`config.mk`:
```
export PLATFORM = sky130hd
export DESIGN_NAME = grid_cell_neighbour_enumerator_flat
export DESIGN_NICKNAME = d
export VERILOG_FILES = /design/src/rtl/gcne_pkg.sv /design/src/rtl/gcne_if.sv /design/src/rtl/gcne_div.sv /design/src/rtl/gcne_enum.sv /design/src/rtl/grid_cell_neighbour_enumerator.sv /design/src/flat_wrapper.sv
export SDC_FILE = /design/constraint.sdc
export NUM_CORES = 2
export LEC_CHECK = 0
export BUFFER_PORTS_ARGS = -buffer_cell sky130_fd_sc_hd__buf_2
export CELL_PAD_IN_SITES_DETAIL_PLACEMENT = 1
export CELL_PAD_IN_SITES_GLOBAL_PLACEMENT = 2
export CORE_ASPECT_RATIO = 1.2
export CORE_UTILIZATION = 30
export DETAILED_ROUTE_END_ITERATION = 10
export PLACE_DENSITY_LB_ADDON = 0.1
export SLEW_MARGIN = 0
export SYNTH_ARGS = -nofsm -noshare
export SYNTH_HDL_FRONTEND = slang
export SYNTH_SLANG_ARGS = --single-unit
```
`constraint.sdc`:
```
create_clock -name clk_i -period 25.5 [get_ports clk_i]
set_input_delay 6.375 -clock clk_i [delete_from_list [all_inputs] [get_ports clk_i]]
set_output_delay 6.375 -clock clk_i [all_outputs]
set_load 0.02 [all_outputs]
```
`src/rtl/gcne_pkg.sv`:
```
// ---------------------------------------------------------------------------
// gcne_pkg
// Shared types, widths and candidate offset tables of the grid cell
// neighbour enumerator.
// ---------------------------------------------------------------------------
package gcne_pkg;

  localparam int ID_W    = 30;
  localparam int CFG_W   = 11;
  localparam int NCAND   = 27;

  // configuration register indexes
  typedef enum logic [1:0] {
    REG_DIMS = 2'd0,
    REG_LEN0 = 2'd1,
    REG_LEN1 = 2'd2,
    REG_LEN2 = 2'd3
  } reg_idx_e;

  // per dimension d: bit 2d = step -1, bit 2d+1 = step +1
  typedef logic [5:0] off_t;
  typedef off_t cand_tab_t [NCAND];

  // item handed to the enumerator
  typedef struct packed {
    logic             bad;
    logic             op;
    logic [NCAND-1:0] mask;
    logic [ID_W-1:0]  base;
    logic [ID_W-1:0]  s1;
    logic [ID_W-1:0]  s2;
  } item_t;

  function automatic cand_tab_t mk_tab(input logic face);
    cand_tab_t t;
    int        idx;
    off_t      o;
    idx = 0;
    for (int k = 0; k < NCAND; k++) t[k] = '0;
    if (face) begin
      for (int d = 0; d < 3; d++) begin
        for (int s = 0; s < 2; s++) begin
          t[2*d+s] = off_t'(1) << (2*d + s);
        end
      end
    end else begin
      // dimension 0 slowest, each offset -1, 0, +1
      for (int a = 0; a < 3; a++) begin
        for (int b = 0; b < 3; b++) begin
          for (int e = 0; e < 3; e++) begin
            o = '0;
            if (a == 0) o[0] = 1'b1;
            if (a == 2) o[1] = 1'b1;
            if (b == 0) o[2] = 1'b1;
            if (b == 2) o[3] = 1'b1;
            if (e == 0) o[4] = 1'b1;
            if (e == 2) o[5] = 1'b1;
            t[idx] = o;
            idx++;
          end
        end
      end
    end
    return t;
  endfunction

  localparam cand_tab_t FACE_TAB = mk_tab(1'b1);
  localparam cand_tab_t ALL_TAB  = mk_tab(1'b0);

endpackage

```
`src/rtl/gcne_if.sv`:
```
// ---------------------------------------------------------------------------
// gcne channel interfaces
// Valid/ready channels for queries, results and register writes.
// ---------------------------------------------------------------------------
interface gcne_in_if;
  logic                      valid;
  logic                      ready;
  logic                      op;
  logic [gcne_pkg::ID_W-1:0] cell_id;
  modport source (output valid, op, cell_id, input ready);
  modport sink (input valid, op, cell_id, output ready);
endinterface

interface gcne_out_if;
  logic                      valid;
  logic                      ready;
  logic [gcne_pkg::ID_W-1:0] neighbour_id;
  logic                      found;
  logic                      bad_id;
  logic                      last;
  modport source (output valid, neighbour_id, found, bad_id, last, input ready);
  modport sink (input valid, neighbour_id, found, bad_id, last, output ready);
endinterface

interface gcne_cfg_if;
  logic                       valid;
  logic                       ready;
  gcne_pkg::reg_idx_e         index;
  logic [gcne_pkg::CFG_W-1:0] data;
  modport source (output valid, index, data, input ready);
  modport sink (input valid, index, data, output ready);
endinterface

```
`src/rtl/gcne_div.sv`:
```
// ---------------------------------------------------------------------------
// gcne_div
// Pipelined restoring divider, STEP quotient bits per stage, with sideband.
// ---------------------------------------------------------------------------
module gcne_div #(
  parameter int NUM_W  = 30,
  parameter int DEN_W  = 11,
  parameter int STEP   = 6,
  parameter int SIDE_W = 1
) (
  input  logic              clk_i,
  input  logic              rst_ni,
  input  logic              en_i,
  input  logic              valid_i,
  input  logic [NUM_W-1:0]  num_i,
  input  logic [DEN_W-1:0]  den_i,
  input  logic [SIDE_W-1:0] side_i,
  output logic              valid_o,
  output logic [NUM_W-1:0]  quo_o,
  output logic [DEN_W-1:0]  rem_o,
  output logic [SIDE_W-1:0] side_o
);

  localparam int NS = (NUM_W + STEP - 1) / STEP;
  localparam int PW = NS * STEP;

  logic              v_q    [NS];
  logic [DEN_W-1:0]  rem_q  [NS];
  logic [PW-1:0]     nq_q   [NS];
  logic [DEN_W-1:0]  den_q  [NS];
  logic [SIDE_W-1:0] side_q [NS];

  for (genvar k = 0; k < NS; k++) begin : g_stage
    logic              v_in;
    logic [DEN_W-1:0]  rem_in;
    logic [PW-1:0]     nq_in;
    logic [DEN_W-1:0]  den_in;
    logic [SIDE_W-1:0] side_in;
    logic [DEN_W-1:0]  rem_d;
    logic [PW-1:0]     nq_d;

    if (k == 0) begin : g_first
      assign v_in    = valid_i;
      assign rem_in  = '0;
      assign nq_in   = PW'(num_i);
      assign den_in  = den_i;
      assign side_in = side_i;
    end else begin : g_next
      assign v_in    = v_q[k-1];
      assign rem_in  = rem_q[k-1];
      assign nq_in   = nq_q[k-1];
      assign den_in  = den_q[k-1];
      assign side_in = side_q[k-1];
    end

    // dividend shifts out at the top, quotient bits shift in at the bottom
    always_comb begin
      logic [DEN_W:0] r;
      rem_d = rem_in;
      nq_d  = nq_in;
      for (int s = 0; s < STEP; s++) begin
        r    = {rem_d, nq_d[PW-1]};
        nq_d = {nq_d[PW-2:0], 1'b0};
        if (r >= {1'b0, den_in}) begin
          rem_d   = DEN_W'(r - {1'b0, den_in});
          nq_d[0] = 1'b1;
        end else begin
          rem_d = r[DEN_W-1:0];
        end
      end
    end

    always_ff @(posedge clk_i or negedge rst_ni) begin
      if (!rst_ni) begin
        v_q[k] <= 1'b0;
      end else if (en_i) begin
        v_q[k] <= v_in;
      end
    end

    always_ff @(posedge clk_i) begin
      if (en_i) begin
        rem_q[k]  <= rem_d;
        nq_q[k]   <= nq_d;
        den_q[k]  <= den_in;
        side_q[k] <= side_in;
      end
    end
  end

  assign valid_o = v_q[NS-1];
  assign quo_o   = NUM_W'(nq_q[NS-1]);
  assign rem_o   = rem_q[NS-1];
  assign side_o  = side_q[NS-1];

endmodule

```
`src/rtl/gcne_enum.sv`:
```
// ---------------------------------------------------------------------------
// gcne_enum
// Walks the neighbour mask of one item into an output register, one result
// beat per cycle unless the output is held.
// ---------------------------------------------------------------------------
module gcne_enum (
  input  logic                 clk_i,
  input  logic                 rst_ni,
  input  logic                 item_valid_i,
  input  gcne_pkg::item_t      item_i,
  output logic                 item_ready_o,
  gcne_out_if.source           rsp_o
);

  localparam int NC = gcne_pkg::NCAND;
  localparam int IW = gcne_pkg::ID_W;

  logic            busy_q;
  logic            single_q;
  logic            bad_q;
  logic            op_q;
  logic [NC-1:0]   mask_q;
  logic [IW-1:0]   cell_q, s1_q, s2_q;

  logic            out_v_q;
  logic [IW-1:0]   out_id_q;
  logic            out_found_q, out_bad_q, out_last_q;

  logic            out_adv, fire, done, load;
  logic [NC-1:0]   lowbit, rest;
  gcne_pkg::off_t  sel;
  logic [IW-1:0]   d0, d1, d2, nid;

  assign out_adv = !out_v_q || rsp_o.ready;
  assign fire    = busy_q && out_adv;
  assign lowbit  = mask_q & (~mask_q + NC'(1));
  assign rest    = mask_q & (mask_q - NC'(1));
  assign done    = single_q || (rest == '0);

  assign item_ready_o = !busy_q || (fire && done);
  assign load         = item_valid_i && item_ready_o;

  always_comb begin
    sel = '0;
    for (int j = 0; j < NC; j++) begin
      if (lowbit[j]) begin
        sel = sel | (op_q ? gcne_pkg::ALL_TAB[j] : gcne_pkg::FACE_TAB[j]);
      end
    end
  end

  // all sums wrap at the id width
  assign d0  = sel[1] ? IW'(1) : (sel[0] ? '1 : '0);
  assign d1  = sel[3] ? s1_q : (sel[2] ? (~s1_q + IW'(1)) : '0);
  assign d2  = sel[5] ? s2_q : (sel[4] ? (~s2_q + IW'(1)) : '0);
  assign nid = cell_q + d0 + d1 + d2;

  always_ff @(posedge clk_i or negedge rst_ni) begin
    if (!rst_ni) begin
      busy_q  <= 1'b0;
      out_v_q <= 1'b0;
    end else begin
      if (load) begin
        busy_q <= 1'b1;
      end else if (fire && done) begin
        busy_q <= 1'b0;
      end
      if (fire) begin
        out_v_q <= 1'b1;
      end else if (rsp_o.ready) begin
        out_v_q <= 1'b0;
      end
    end
  end

  always_ff @(posedge clk_i) begin
    if (load) begin
      single_q <= item_i.bad || (item_i.mask == '0);
      bad_q    <= item_i.bad;
      op_q     <= item_i.op;
      mask_q   <= item_i.mask;
      cell_q   <= item_i.base;
      s1_q     <= item_i.s1;
      s2_q     <= item_i.s2;
    end else if (fire) begin
      mask_q <= rest;
    end
    if (fire) begin
      if (single_q) begin
        out_id_q    <= '0;
        out_found_q <= 1'b0;
        out_bad_q   <= bad_q;
        out_last_q  <= 1'b1;
      end else begin
        out_id_q    <= nid;
        out_found_q <= 1'b1;
        out_bad_q   <= 1'b0;
        out_last_q  <= done;
      end
    end
  end

  assign rsp_o.valid        = out_v_q;
  assign rsp_o.neighbour_id = out_id_q;
  assign rsp_o.found        = out_found_q;
  assign rsp_o.bad_id       = out_bad_q;
  assign rsp_o.last         = out_last_q;

endmodule

```
`src/rtl/grid_cell_neighbour_enumerator.sv`:
```
// ---------------------------------------------------------------------------
// grid_cell_neighbour_enumerator
// Splits a linear cell id into grid coordinates and lists its neighbours.
// ---------------------------------------------------------------------------
// A query is taken in any cycle the pipeline is not held. The id passes an
// input stage, two pipelined dividers (one by length_0, one by length_1,
// six quotient bits per stage, five stages each), then three stages that
// form the strides, the cell count and the neighbour mask. The output
// gives one beat per cycle while the receiver is ready: a query gives one
// beat per neighbour (up to 26), or a single beat when it has none or its
// id is out of the grid; the enumerator at the end of the pipeline sets
// the beat count. The user must write registers only while no query is
// in flight; the block itself does not enforce it.
module grid_cell_neighbour_enumerator #(
  parameter int MAX_DIMS    = 3,
  parameter int LENGTH_BITS = 10
) (
  input  logic        clk_i,
  input  logic        rst_ni,
  gcne_in_if.sink     req_i,
  gcne_out_if.source  rsp_o,
  gcne_cfg_if.sink    cfg_i
);

  localparam int IW  = gcne_pkg::ID_W;
  localparam int LW  = LENGTH_BITS + 1;
  localparam int CW  = (3 * LW > IW + 1) ? 3 * LW : IW + 1;
  localparam int CAP = 1 << LENGTH_BITS;
  localparam int SW0 = 1 + IW + 3 * LW;
  localparam int SW1 = SW0 + LW;

  // registers
  logic [1:0]                 dims_q;
  logic [gcne_pkg::CFG_W-1:0] len0_q, len1_q, len2_q;

  assign cfg_i.ready = 1'b1;

  always_ff @(posedge clk_i or negedge rst_ni) begin
    if (!rst_ni) begin
      dims_q <= 2'd2;
      len0_q <= gcne_pkg::CFG_W'(16);
      len1_q <= gcne_pkg::CFG_W'(16);
      len2_q <= gcne_pkg::CFG_W'(1);
    end else if (cfg_i.valid) begin
      case (cfg_i.index)
        gcne_pkg::REG_DIMS: dims_q <= cfg_i.data[1:0];
        gcne_pkg::REG_LEN0: len0_q <= cfg_i.data;
        gcne_pkg::REG_LEN1: len1_q <= cfg_i.data;
        gcne_pkg::REG_LEN2: len2_q <= cfg_i.data;
        default: ;
      endcase
    end
  end

  function automatic logic [LW-1:0] eff_len(input logic [gcne_pkg::CFG_W-1:0] raw);
    int unsigned r;
    r = raw;
    if (r == 0) r = 1;
    if (r > CAP) r = CAP;
    return LW'(r);
  endfunction

  int unsigned     nd;
  logic [LW-1:0]   l0_in, l1_in, l2_in;

  always_comb begin
    nd = dims_q;
    if (nd == 0) nd = 1;
    if (nd > MAX_DIMS) nd = MAX_DIMS;
    l0_in = eff_len(len0_q);
    l1_in = (nd >= 2) ? eff_len(len1_q) : LW'(1);
    l2_in = (nd >= 3) ? eff_len(len2_q) : LW'(1);
  end

  // global advance: everything moves unless the last stage is held
  logic            en;
  logic            enum_ready;
  logic            d_v_q;
  gcne_pkg::item_t d_item_q;

  assign en          = !d_v_q || enum_ready;
  assign req_i.ready = en;

  // stage A
  logic            a_v_q, a_op_q;
  logic [IW-1:0]   a_cell_q;
  logic [LW-1:0]   a_l0_q, a_l1_q, a_l2_q;

  always_ff @(posedge clk_i or negedge rst_ni) begin
    if (!rst_ni) begin
      a_v_q <= 1'b0;
    end else if (en) begin
      a_v_q <= req_i.valid;
    end
  end

  always_ff @(posedge clk_i) begin
    if (en) begin
      a_op_q   <= req_i.op;
      a_cell_q <= req_i.cell_id;
      a_l0_q   <= l0_in;
      a_l1_q   <= l1_in;
      a_l2_q   <= l2_in;
    end
  end

  // coordinate 0 = id mod length_0
  logic            v0;
  logic [IW-1:0]   q0;
  logic [LW-1:0]   r0;
  logic [SW0-1:0]  side0;
  logic            s0_op;
  logic [IW-1:0]   s0_cell;
  logic [LW-1:0]   s0_l0, s0_l1, s0_l2;

  gcne_div #(.NUM_W(IW), .DEN_W(LW), .STEP(6), .SIDE_W(SW0)) u_div0 (
    .clk_i   (clk_i),
    .rst_ni  (rst_ni),
    .en_i    (en),
    .valid_i (a_v_q),
    .num_i   (a_cell_q),
    .den_i   (a_l0_q),
    .side_i  ({a_op_q, a_cell_q, a_l0_q, a_l1_q, a_l2_q}),
    .valid_o (v0),
    .quo_o   (q0),
    .rem_o   (r0),
    .side_o  (side0)
  );

  assign {s0_op, s0_cell, s0_l0, s0_l1, s0_l2} = side0;

  // coordinates 1 and 2
  logic            v1;
  logic [IW-1:0]   q1;
  logic [LW-1:0]   r1;
  logic [SW1-1:0]  side1;
  logic            s1_op;
  logic [IW-1:0]   s1_cell;
  logic [LW-1:0]   s1_l0, s1_l1, s1_l2, s1_c0;

  gcne_div #(.NUM_W(IW), .DEN_W(LW), .STEP(6), .SIDE_W(SW1)) u_div1 (
    .clk_i   (clk_i),
    .rst_ni  (rst_ni),
    .en_i    (en),
    .valid_i (v0),
    .num_i   (q0),
    .den_i   (s0_l1),
    .side_i  ({side0, r0}),
    .valid_o (v1),
    .quo_o   (q1),
    .rem_o   (r1),
    .side_o  (side1)
  );

  assign {s1_op, s1_cell, s1_l0, s1_l1, s1_l2, s1_c0} = side1;

  // stage B: edge flags and length_0 * length_1
  logic            b_v_q, b_op_q;
  logic [IW-1:0]   b_cell_q;
  logic [LW-1:0]   b_l0_q, b_l2_q;
  logic [2*LW-1:0] b_l01_q;
  logic [2:0]      b_lo_q, b_hi_q;
  logic [LW-1:0]   c2_in;

  // valid ids keep the top quotient below length_2
  assign c2_in = LW'(q1[LENGTH_BITS-1:0]);

  always_ff @(posedge clk_i or negedge rst_ni) begin
    if (!rst_ni) begin
      b_v_q <= 1'b0;
    end else if (en) begin
      b_v_q <= v1;
    end
  end

  always_ff @(posedge clk_i) begin
    if (en) begin
      b_op_q   <= s1_op;
      b_cell_q <= s1_cell;
      b_l0_q   <= s1_l0;
      b_l2_q   <= s1_l2;
      b_l01_q  <= s1_l0 * s1_l1;
      b_lo_q   <= {c2_in != '0, r1 != '0, s1_c0 != '0};
      b_hi_q   <= {({1'b0, c2_in} + (LW+1)'(1)) < {1'b0, s1_l2},
                   ({1'b0, r1} + (LW+1)'(1)) < {1'b0, s1_l1},
                   ({1'b0, s1_c0} + (LW+1)'(1)) < {1'b0, s1_l0}};
    end
  end

  // stage C: strides and cell count
  logic            c_v_q, c_op_q;
  logic [IW-1:0]   c_cell_q, c_s1_q, c_s2_q;
  logic [3*LW-1:0] c_count_q;
  logic [2:0]      c_lo_q, c_hi_q;

  always_ff @(posedge clk_i or negedge rst_ni) begin
    if (!rst_ni) begin
      c_v_q <= 1'b0;
    end else if (en) begin
      c_v_q <= b_v_q;
    end
  end

  always_ff @(posedge clk_i) begin
    if (en) begin
      c_op_q    <= b_op_q;
      c_cell_q  <= b_cell_q;
      c_s1_q    <= IW'(b_l0_q);
      c_s2_q    <= IW'(b_l01_q);
      c_count_q <= b_l01_q * b_l2_q;
      c_lo_q    <= b_lo_q;
      c_hi_q    <= b_hi_q;
    end
  end

  // stage D: range check and neighbour mask
  gcne_pkg::item_t d_item_d;

  always_comb begin
    gcne_pkg::off_t m;
    logic           ok;
    d_item_d.bad  = CW'(c_cell_q) >= CW'(c_count_q);
    d_item_d.op   = c_op_q;
    d_item_d.base = c_cell_q;
    d_item_d.s1   = c_s1_q;
    d_item_d.s2   = c_s2_q;
    for (int j = 0; j < gcne_pkg::NCAND; j++) begin
      m  = c_op_q ? gcne_pkg::ALL_TAB[j] : gcne_pkg::FACE_TAB[j];
      ok = (m != '0);
      for (int d = 0; d < 3; d++) begin
        ok = ok && (!m[2*d] || c_lo_q[d]) && (!m[2*d+1] || c_hi_q[d]);
      end
      d_item_d.mask[j] = ok;
    end
  end

  always_ff @(posedge clk_i or negedge rst_ni) begin
    if (!rst_ni) begin
      d_v_q <= 1'b0;
    end else if (en) begin
      d_v_q <= c_v_q;
    end
  end

  always_ff @(posedge clk_i) begin
    if (en) begin
      d_item_q <= d_item_d;
    end
  end

  gcne_enum u_enum (
    .clk_i        (clk_i),
    .rst_ni       (rst_ni),
    .item_valid_i (d_v_q),
    .item_i       (d_item_q),
    .item_ready_o (enum_ready),
    .rsp_o        (rsp_o)
  );

  // out of grid beats are single and carry no neighbour
  a_bad_single: assert property (@(posedge clk_i) disable iff (!rst_ni)
    rsp_o.valid && rsp_o.bad_id |-> rsp_o.last && !rsp_o.found)
    else $error("bad id beat not a lone final beat");

  a_notfound_zero: assert property (@(posedge clk_i) disable iff (!rst_ni)
    rsp_o.valid && !rsp_o.found |-> rsp_o.last && rsp_o.neighbour_id == '0)
    else $error("not-found beat must be last with zero id");

  // a held item at the pipeline tail must not move or vanish
  a_tail_hold: assert property (@(posedge clk_i) disable iff (!rst_ni)
    d_v_q && !enum_ready |=> d_v_q && $stable(d_item_q))
    else $error("tail item changed while held");

endmodule
```
`src/flat_wrapper.sv`:
```
// flat-port wrapper written by rule: the top's interface ports become plain ports
module grid_cell_neighbour_enumerator_flat 
#(
  parameter int MAX_DIMS    = 3,
  parameter int LENGTH_BITS = 10
)
  (clk_i, rst_ni, req_i_valid, req_i_op, req_i_cell_id, req_i_ready, rsp_o_valid, rsp_o_neighbour_id, rsp_o_found, rsp_o_bad_id, rsp_o_last, rsp_o_ready, cfg_i_valid, cfg_i_index, cfg_i_data, cfg_i_ready);
  gcne_in_if req_i_i ();
  gcne_out_if rsp_o_i ();
  gcne_cfg_if cfg_i_i ();
  input  logic clk_i;
  input  logic rst_ni;
  input wire logic [$bits(req_i_i.valid)-1:0] req_i_valid;
  input wire logic [$bits(req_i_i.op)-1:0] req_i_op;
  input wire logic [$bits(req_i_i.cell_id)-1:0] req_i_cell_id;
  output wire logic [$bits(req_i_i.ready)-1:0] req_i_ready;
  output wire logic [$bits(rsp_o_i.valid)-1:0] rsp_o_valid;
  output wire logic [$bits(rsp_o_i.neighbour_id)-1:0] rsp_o_neighbour_id;
  output wire logic [$bits(rsp_o_i.found)-1:0] rsp_o_found;
  output wire logic [$bits(rsp_o_i.bad_id)-1:0] rsp_o_bad_id;
  output wire logic [$bits(rsp_o_i.last)-1:0] rsp_o_last;
  input wire logic [$bits(rsp_o_i.ready)-1:0] rsp_o_ready;
  input wire logic [$bits(cfg_i_i.valid)-1:0] cfg_i_valid;
  input wire logic [$bits(cfg_i_i.index)-1:0] cfg_i_index;
  input wire logic [$bits(cfg_i_i.data)-1:0] cfg_i_data;
  output wire logic [$bits(cfg_i_i.ready)-1:0] cfg_i_ready;
  assign req_i_i.valid = req_i_valid;
  assign req_i_i.op = req_i_op;
  assign req_i_i.cell_id = req_i_cell_id;
  assign req_i_ready = req_i_i.ready;
  assign rsp_o_valid = rsp_o_i.valid;
  assign rsp_o_neighbour_id = rsp_o_i.neighbour_id;
  assign rsp_o_found = rsp_o_i.found;
  assign rsp_o_bad_id = rsp_o_i.bad_id;
  assign rsp_o_last = rsp_o_i.last;
  assign rsp_o_i.ready = rsp_o_ready;
  assign cfg_i_i.valid = cfg_i_valid;
  assign cfg_i_i.index = cfg_i_index;
  assign cfg_i_i.data = cfg_i_data;
  assign cfg_i_ready = cfg_i_i.ready;
  grid_cell_neighbour_enumerator #(.MAX_DIMS(MAX_DIMS), .LENGTH_BITS(LENGTH_BITS)) u_core (.clk_i(clk_i), .rst_ni(rst_ni), .req_i(req_i_i), .rsp_o(rsp_o_i), .cfg_i(cfg_i_i));
endmodule
```
==> metrics.md <==
| Metric | Value |
|---|---|
| Number of global-route vias before repair | approximately 72000 |
| Worst-Margin Slew | 1.29 ns |
| Total negative setup slack | 0 ns |
| Clk_lat worst skew | 0.87 ns |
| Pre-antenna DRT Iters | 5 |
| Asr flop ratio synth | 3.43% |
| Worst r2r src | u_core.u_div0.side_q[0][91]$_DFFE_PP_ |
| Nets | 10300 |
| H-tree depth | 4 |
| Largest net degree at the start of global routing | ~160 |
| R2r worst-path depth | about 70 |
| EDFF count, synth | 1434 |
| Met3 usage | 1.65% |
| CP max stage cell | nor2_1 |
| Clock Skew | 0.0667 ns |
| Port Buffers | 83 |
| Antenna viol nets, final | 0 |
| Initial antenna violation count | 11 |
| CP Capture Type | flop |
| Starting DRT DRC Count | 2845 |
| Remaining DRCs | 0 |
| Most crowded layer after global routing | met2 |
| Worst Path Arrival | 19.69 ns |
| Post-layout util | between 30% and 40% |
| Register-to-register setup slack | 6.38 ns |
| Largest family of logic cells by synthesized area | adder cells |
| Warnings, synthesis | 0 |
| Number of vias per cell | 4.96 |
| Ys flop type | edfxtp_1 |
| Relative slew slack | 11.5% |
| Die Area | 332000 µm² |
| Cell Area, Synth | 99000 µm² |
| Highest clock rate | roughly 52 MHz |
| Worst Path Max Fanout | 20 |
| MaxCap Viol Count | 0 |
| First-pass GRT wire length | 437000 µm |
| Synth Area in Compound Gates | 11.7% |
| RSZ-0062 raised after global routing | no |
| Slowest stage delay, CP | 0.89 ns |
| Final Max Slew Viols | 0 |
| Hold depth | 0 |
| GRT overflow | 0 |
| CTS resizes | 0 |
| XOR/XNOR Fraction of Synth Area | 4.05% |
| Clk slew on worst S/H paths | around 0.070 ns |
| Worst Hold End | u_core.u_div0.side_q[0][166]$_DFFE_PP_ |
| Final Hold Viols | 0 |
| Detail Placement HPWL | between 200000 and 250000 µm |
| Final WL | 286000 µm |
| Overall routing resource usage | 17.0% |
| Width of the die | 526 µm |
| Site Rows | 230 |
| Share of layout cells above drive strength 1 | ~8.3% |
| Wire length per cell | 21.3 µm |
| Synthesized area per cell | around 11 µm² |
| Synth Instances | 8882 |
| Hold-fix buffers, CTS | 0 |
| Post-CTS Setup Repair Bufs | 0 |
| CP Launch Type | flop |
| Worst EP required | 26.07 ns |
| Hold crit path type | flop to flop |
| Most frequent cells in the layout | 1434 x edfxtp_1, 875 x inv_1, 871 x ha_1 |
| Core Region | 328000 µm² |
| Die Y | 631 µm |
| Area share of fa/ha/maj cells after synthesis | 18.6% |
| Starting Density | 30.2% |
| Via count | 66700 |
| Total CTS buffers | about 180 |
| Clk root buf | clkbuf_16 |
| Met2 Track Usage GR | about a third |
| # clock sinks | 1485 |
| Final Cycle Share | 75.0% |
| Seq/Total Area, Yosys | 44.8% |
| CTS Buffer Depth | 4 |
| Most common cell after layout, fill and taps aside | edfxtp_1 |
| CP most frequent cell | o21ai_0 |
| Mapped Nets | about 10000 |
| Filler instances | between 30000 and 40000 |
| Critical path class | flop to flop |
| P&R area growth vs syn | 11.3% |
| Status | finished clean |
| Min-delay src | u_core.u_div0.side_q[0][102]$_DFFE_PP_ |
| Gpl congestion | 0.815 |
| Ports | 85 |
| Multiplexer area fraction after synthesis | 4.56% |
| Distinct cells, synth | 107 |
| Synth Area in Simple Gates | 12.1% |
| Flops & latches, synth | 1485 |
| FF-to-FF End | u_core.u_div0.rem_q[0][31]$_DFFE_PP_ |
| Final setup fails | 0 |
| Tmin final | 19.12 ns |
| TritonCTS clock tree | done |
| Routing usage on met1 | 20.7% |
worst max path at each step:
stage	startpoint	endpoint	depth (start not counted)
floorplan	rsp_o_ready	req_i_ready	6
global placement	u_core.u_div0.side_q[0][94]$_DFFE_PP_	u_core.u_div0.rem_q[0][32]$_DFFE_PP_	69
detailed placement	u_core.u_div0.side_q[0][94]$_DFFE_PP_	u_core.u_div0.rem_q[0][32]$_DFFE_PP_	69
CTS	u_core.u_div0.side_q[0][94]$_DFFE_PP_	u_core.u_div0.rem_q[0][32]$_DFFE_PP_	69
global route	u_core.u_div0.side_q[0][217]$_DFFE_PP_	u_core.u_div0.rem_q[0][47]$_DFFE_PP_	65
finish	u_core.u_div0.side_q[0][91]$_DFFE_PP_	u_core.u_div0.rem_q[0][31]$_DFFE_PP_	69
per-stage QoR:
stage          worst slack [ns]  cell area (µm²)  hold slack (ns)  cells
6_report                   6.38           110000            0.362  13500
5_1_grt                    4.79           110000            0.361  13500
4_1_cts                    6.15           110000            0.341  13500
3_5_place_dp               6.25           105000            0.405  13100
3_3_place_gp               6.25           105000            0.400  13100
2_1_floorplan              6.08            99000            0.400   8882
Yosys cell counts (14+ instances only):
cell	n	area, µm²
o211ai_1	36	270
or2_2	33	206
nor2_1	612	2300
o221ai_1	30	263
nor4_1	47	294
nand2b_1	124	776
a211o_1	15	131
xor2_1	157	1380
nand4_1	116	726
o21ai_0	432	2160
o21bai_1	36	270
nor3_1	158	791
o21a_1	106	796
inv_1	876	3290
or3_1	70	438
buf_2	27	135
nand3_1	125	626
mux2i_1	174	1740
nor2b_1	170	1060
a21boi_0	83	623
a211oi_1	38	285
o2111ai_1	15	131
edfxtp_1	1434	43100
nand2_1	675	2530
a31oi_1	30	188
fa_1	375	7510
o31ai_1	46	345
clkbuf_1	131	492
nand3b_1	27	203
xnor2_1	301	2640
and3_1	60	375
nor3b_1	14	105
dfrtp_1	47	1180
a221o_1	35	350
ha_1	871	10900
a21o_1	173	1300
mux2_2	243	2740
buf_1	14	52.6
o311ai_0	16	140
and2_1	158	988
a21oi_1	430	2150
o211a_1	18	180
o31a_1	29	254
flip-flops by register name, summed over array words and instances, names as in the netlist, 22 cells and up:
signal and count:
u_core.c_cell_q 30, u_core.c_count_q 33, u_core.u_enum.cell_q 30, u_core.u_enum.mask_q 27, u_core.c_s2_q 22, u_core.u_div0.rem_q 55, u_core.u_div1.nq_q 74, u_core.u_div1.side_q 375
u_core.b_cell_q 30, u_core.u_div0.side_q 320, u_core.u_div0.nq_q 90, u_core.u_enum.rsp_o.neighbour_id 30, u_core.u_enum.s2_q 22, u_core.d_item_q 91, u_core.a_cell_q 30, u_core.b_l01_q 22
u_core.u_div1.rem_q 55
area by class of cell:
type                    count  area, µm²  share of cell area [%]
multi-input cells        6326      50600                    45.9
inverters                 892       3350                    3.04
clock buffers             204       4530                    4.11
diodes                      3       7.51                 0.00682
flip-flops and latches   1485      44300                    40.3
clock inverters           110       1090                   0.990
repair buffers            147        911                   0.827
well taps                4292       5370                    4.87
cells by family (layout without fill, tap and decap cells):
group	count (synthesis)	in the layout
xor gates and xnor gates	458	458
adders and majority gates	1249	1249
muxes	420	420
DFF	1485	1485
and+or+nand+nor	2452	2452
buffers and inverters	1071	1353
AOI/OAI and AO/OA	1746	1746
other	1	4
critical path: cells and delay by family, from the launching register on:
kind / cells / cell delay (ns)
AOI/OAI and AO/OA: 38 / 9.43
and+or+nand+nor: 14 / 3.84
buffers and inverters: 9 / 2.52
adders and majority gates: 6 / 1.86
muxes: 2 / 0.58
DFF: 1 / 0.56
per-layer routing:
metal | wire (µm) | share of wire (%)
met1 | 125000 | 44
met2 | 149000 | 52
met3 | 5710 | 2.0
met4 | 6260 | 2.2
met5 | 0 | 0
Power is left out: the tool's default activity adds up to more than one toggle a clock period on the data nets, which glitch-free logic cannot reach.
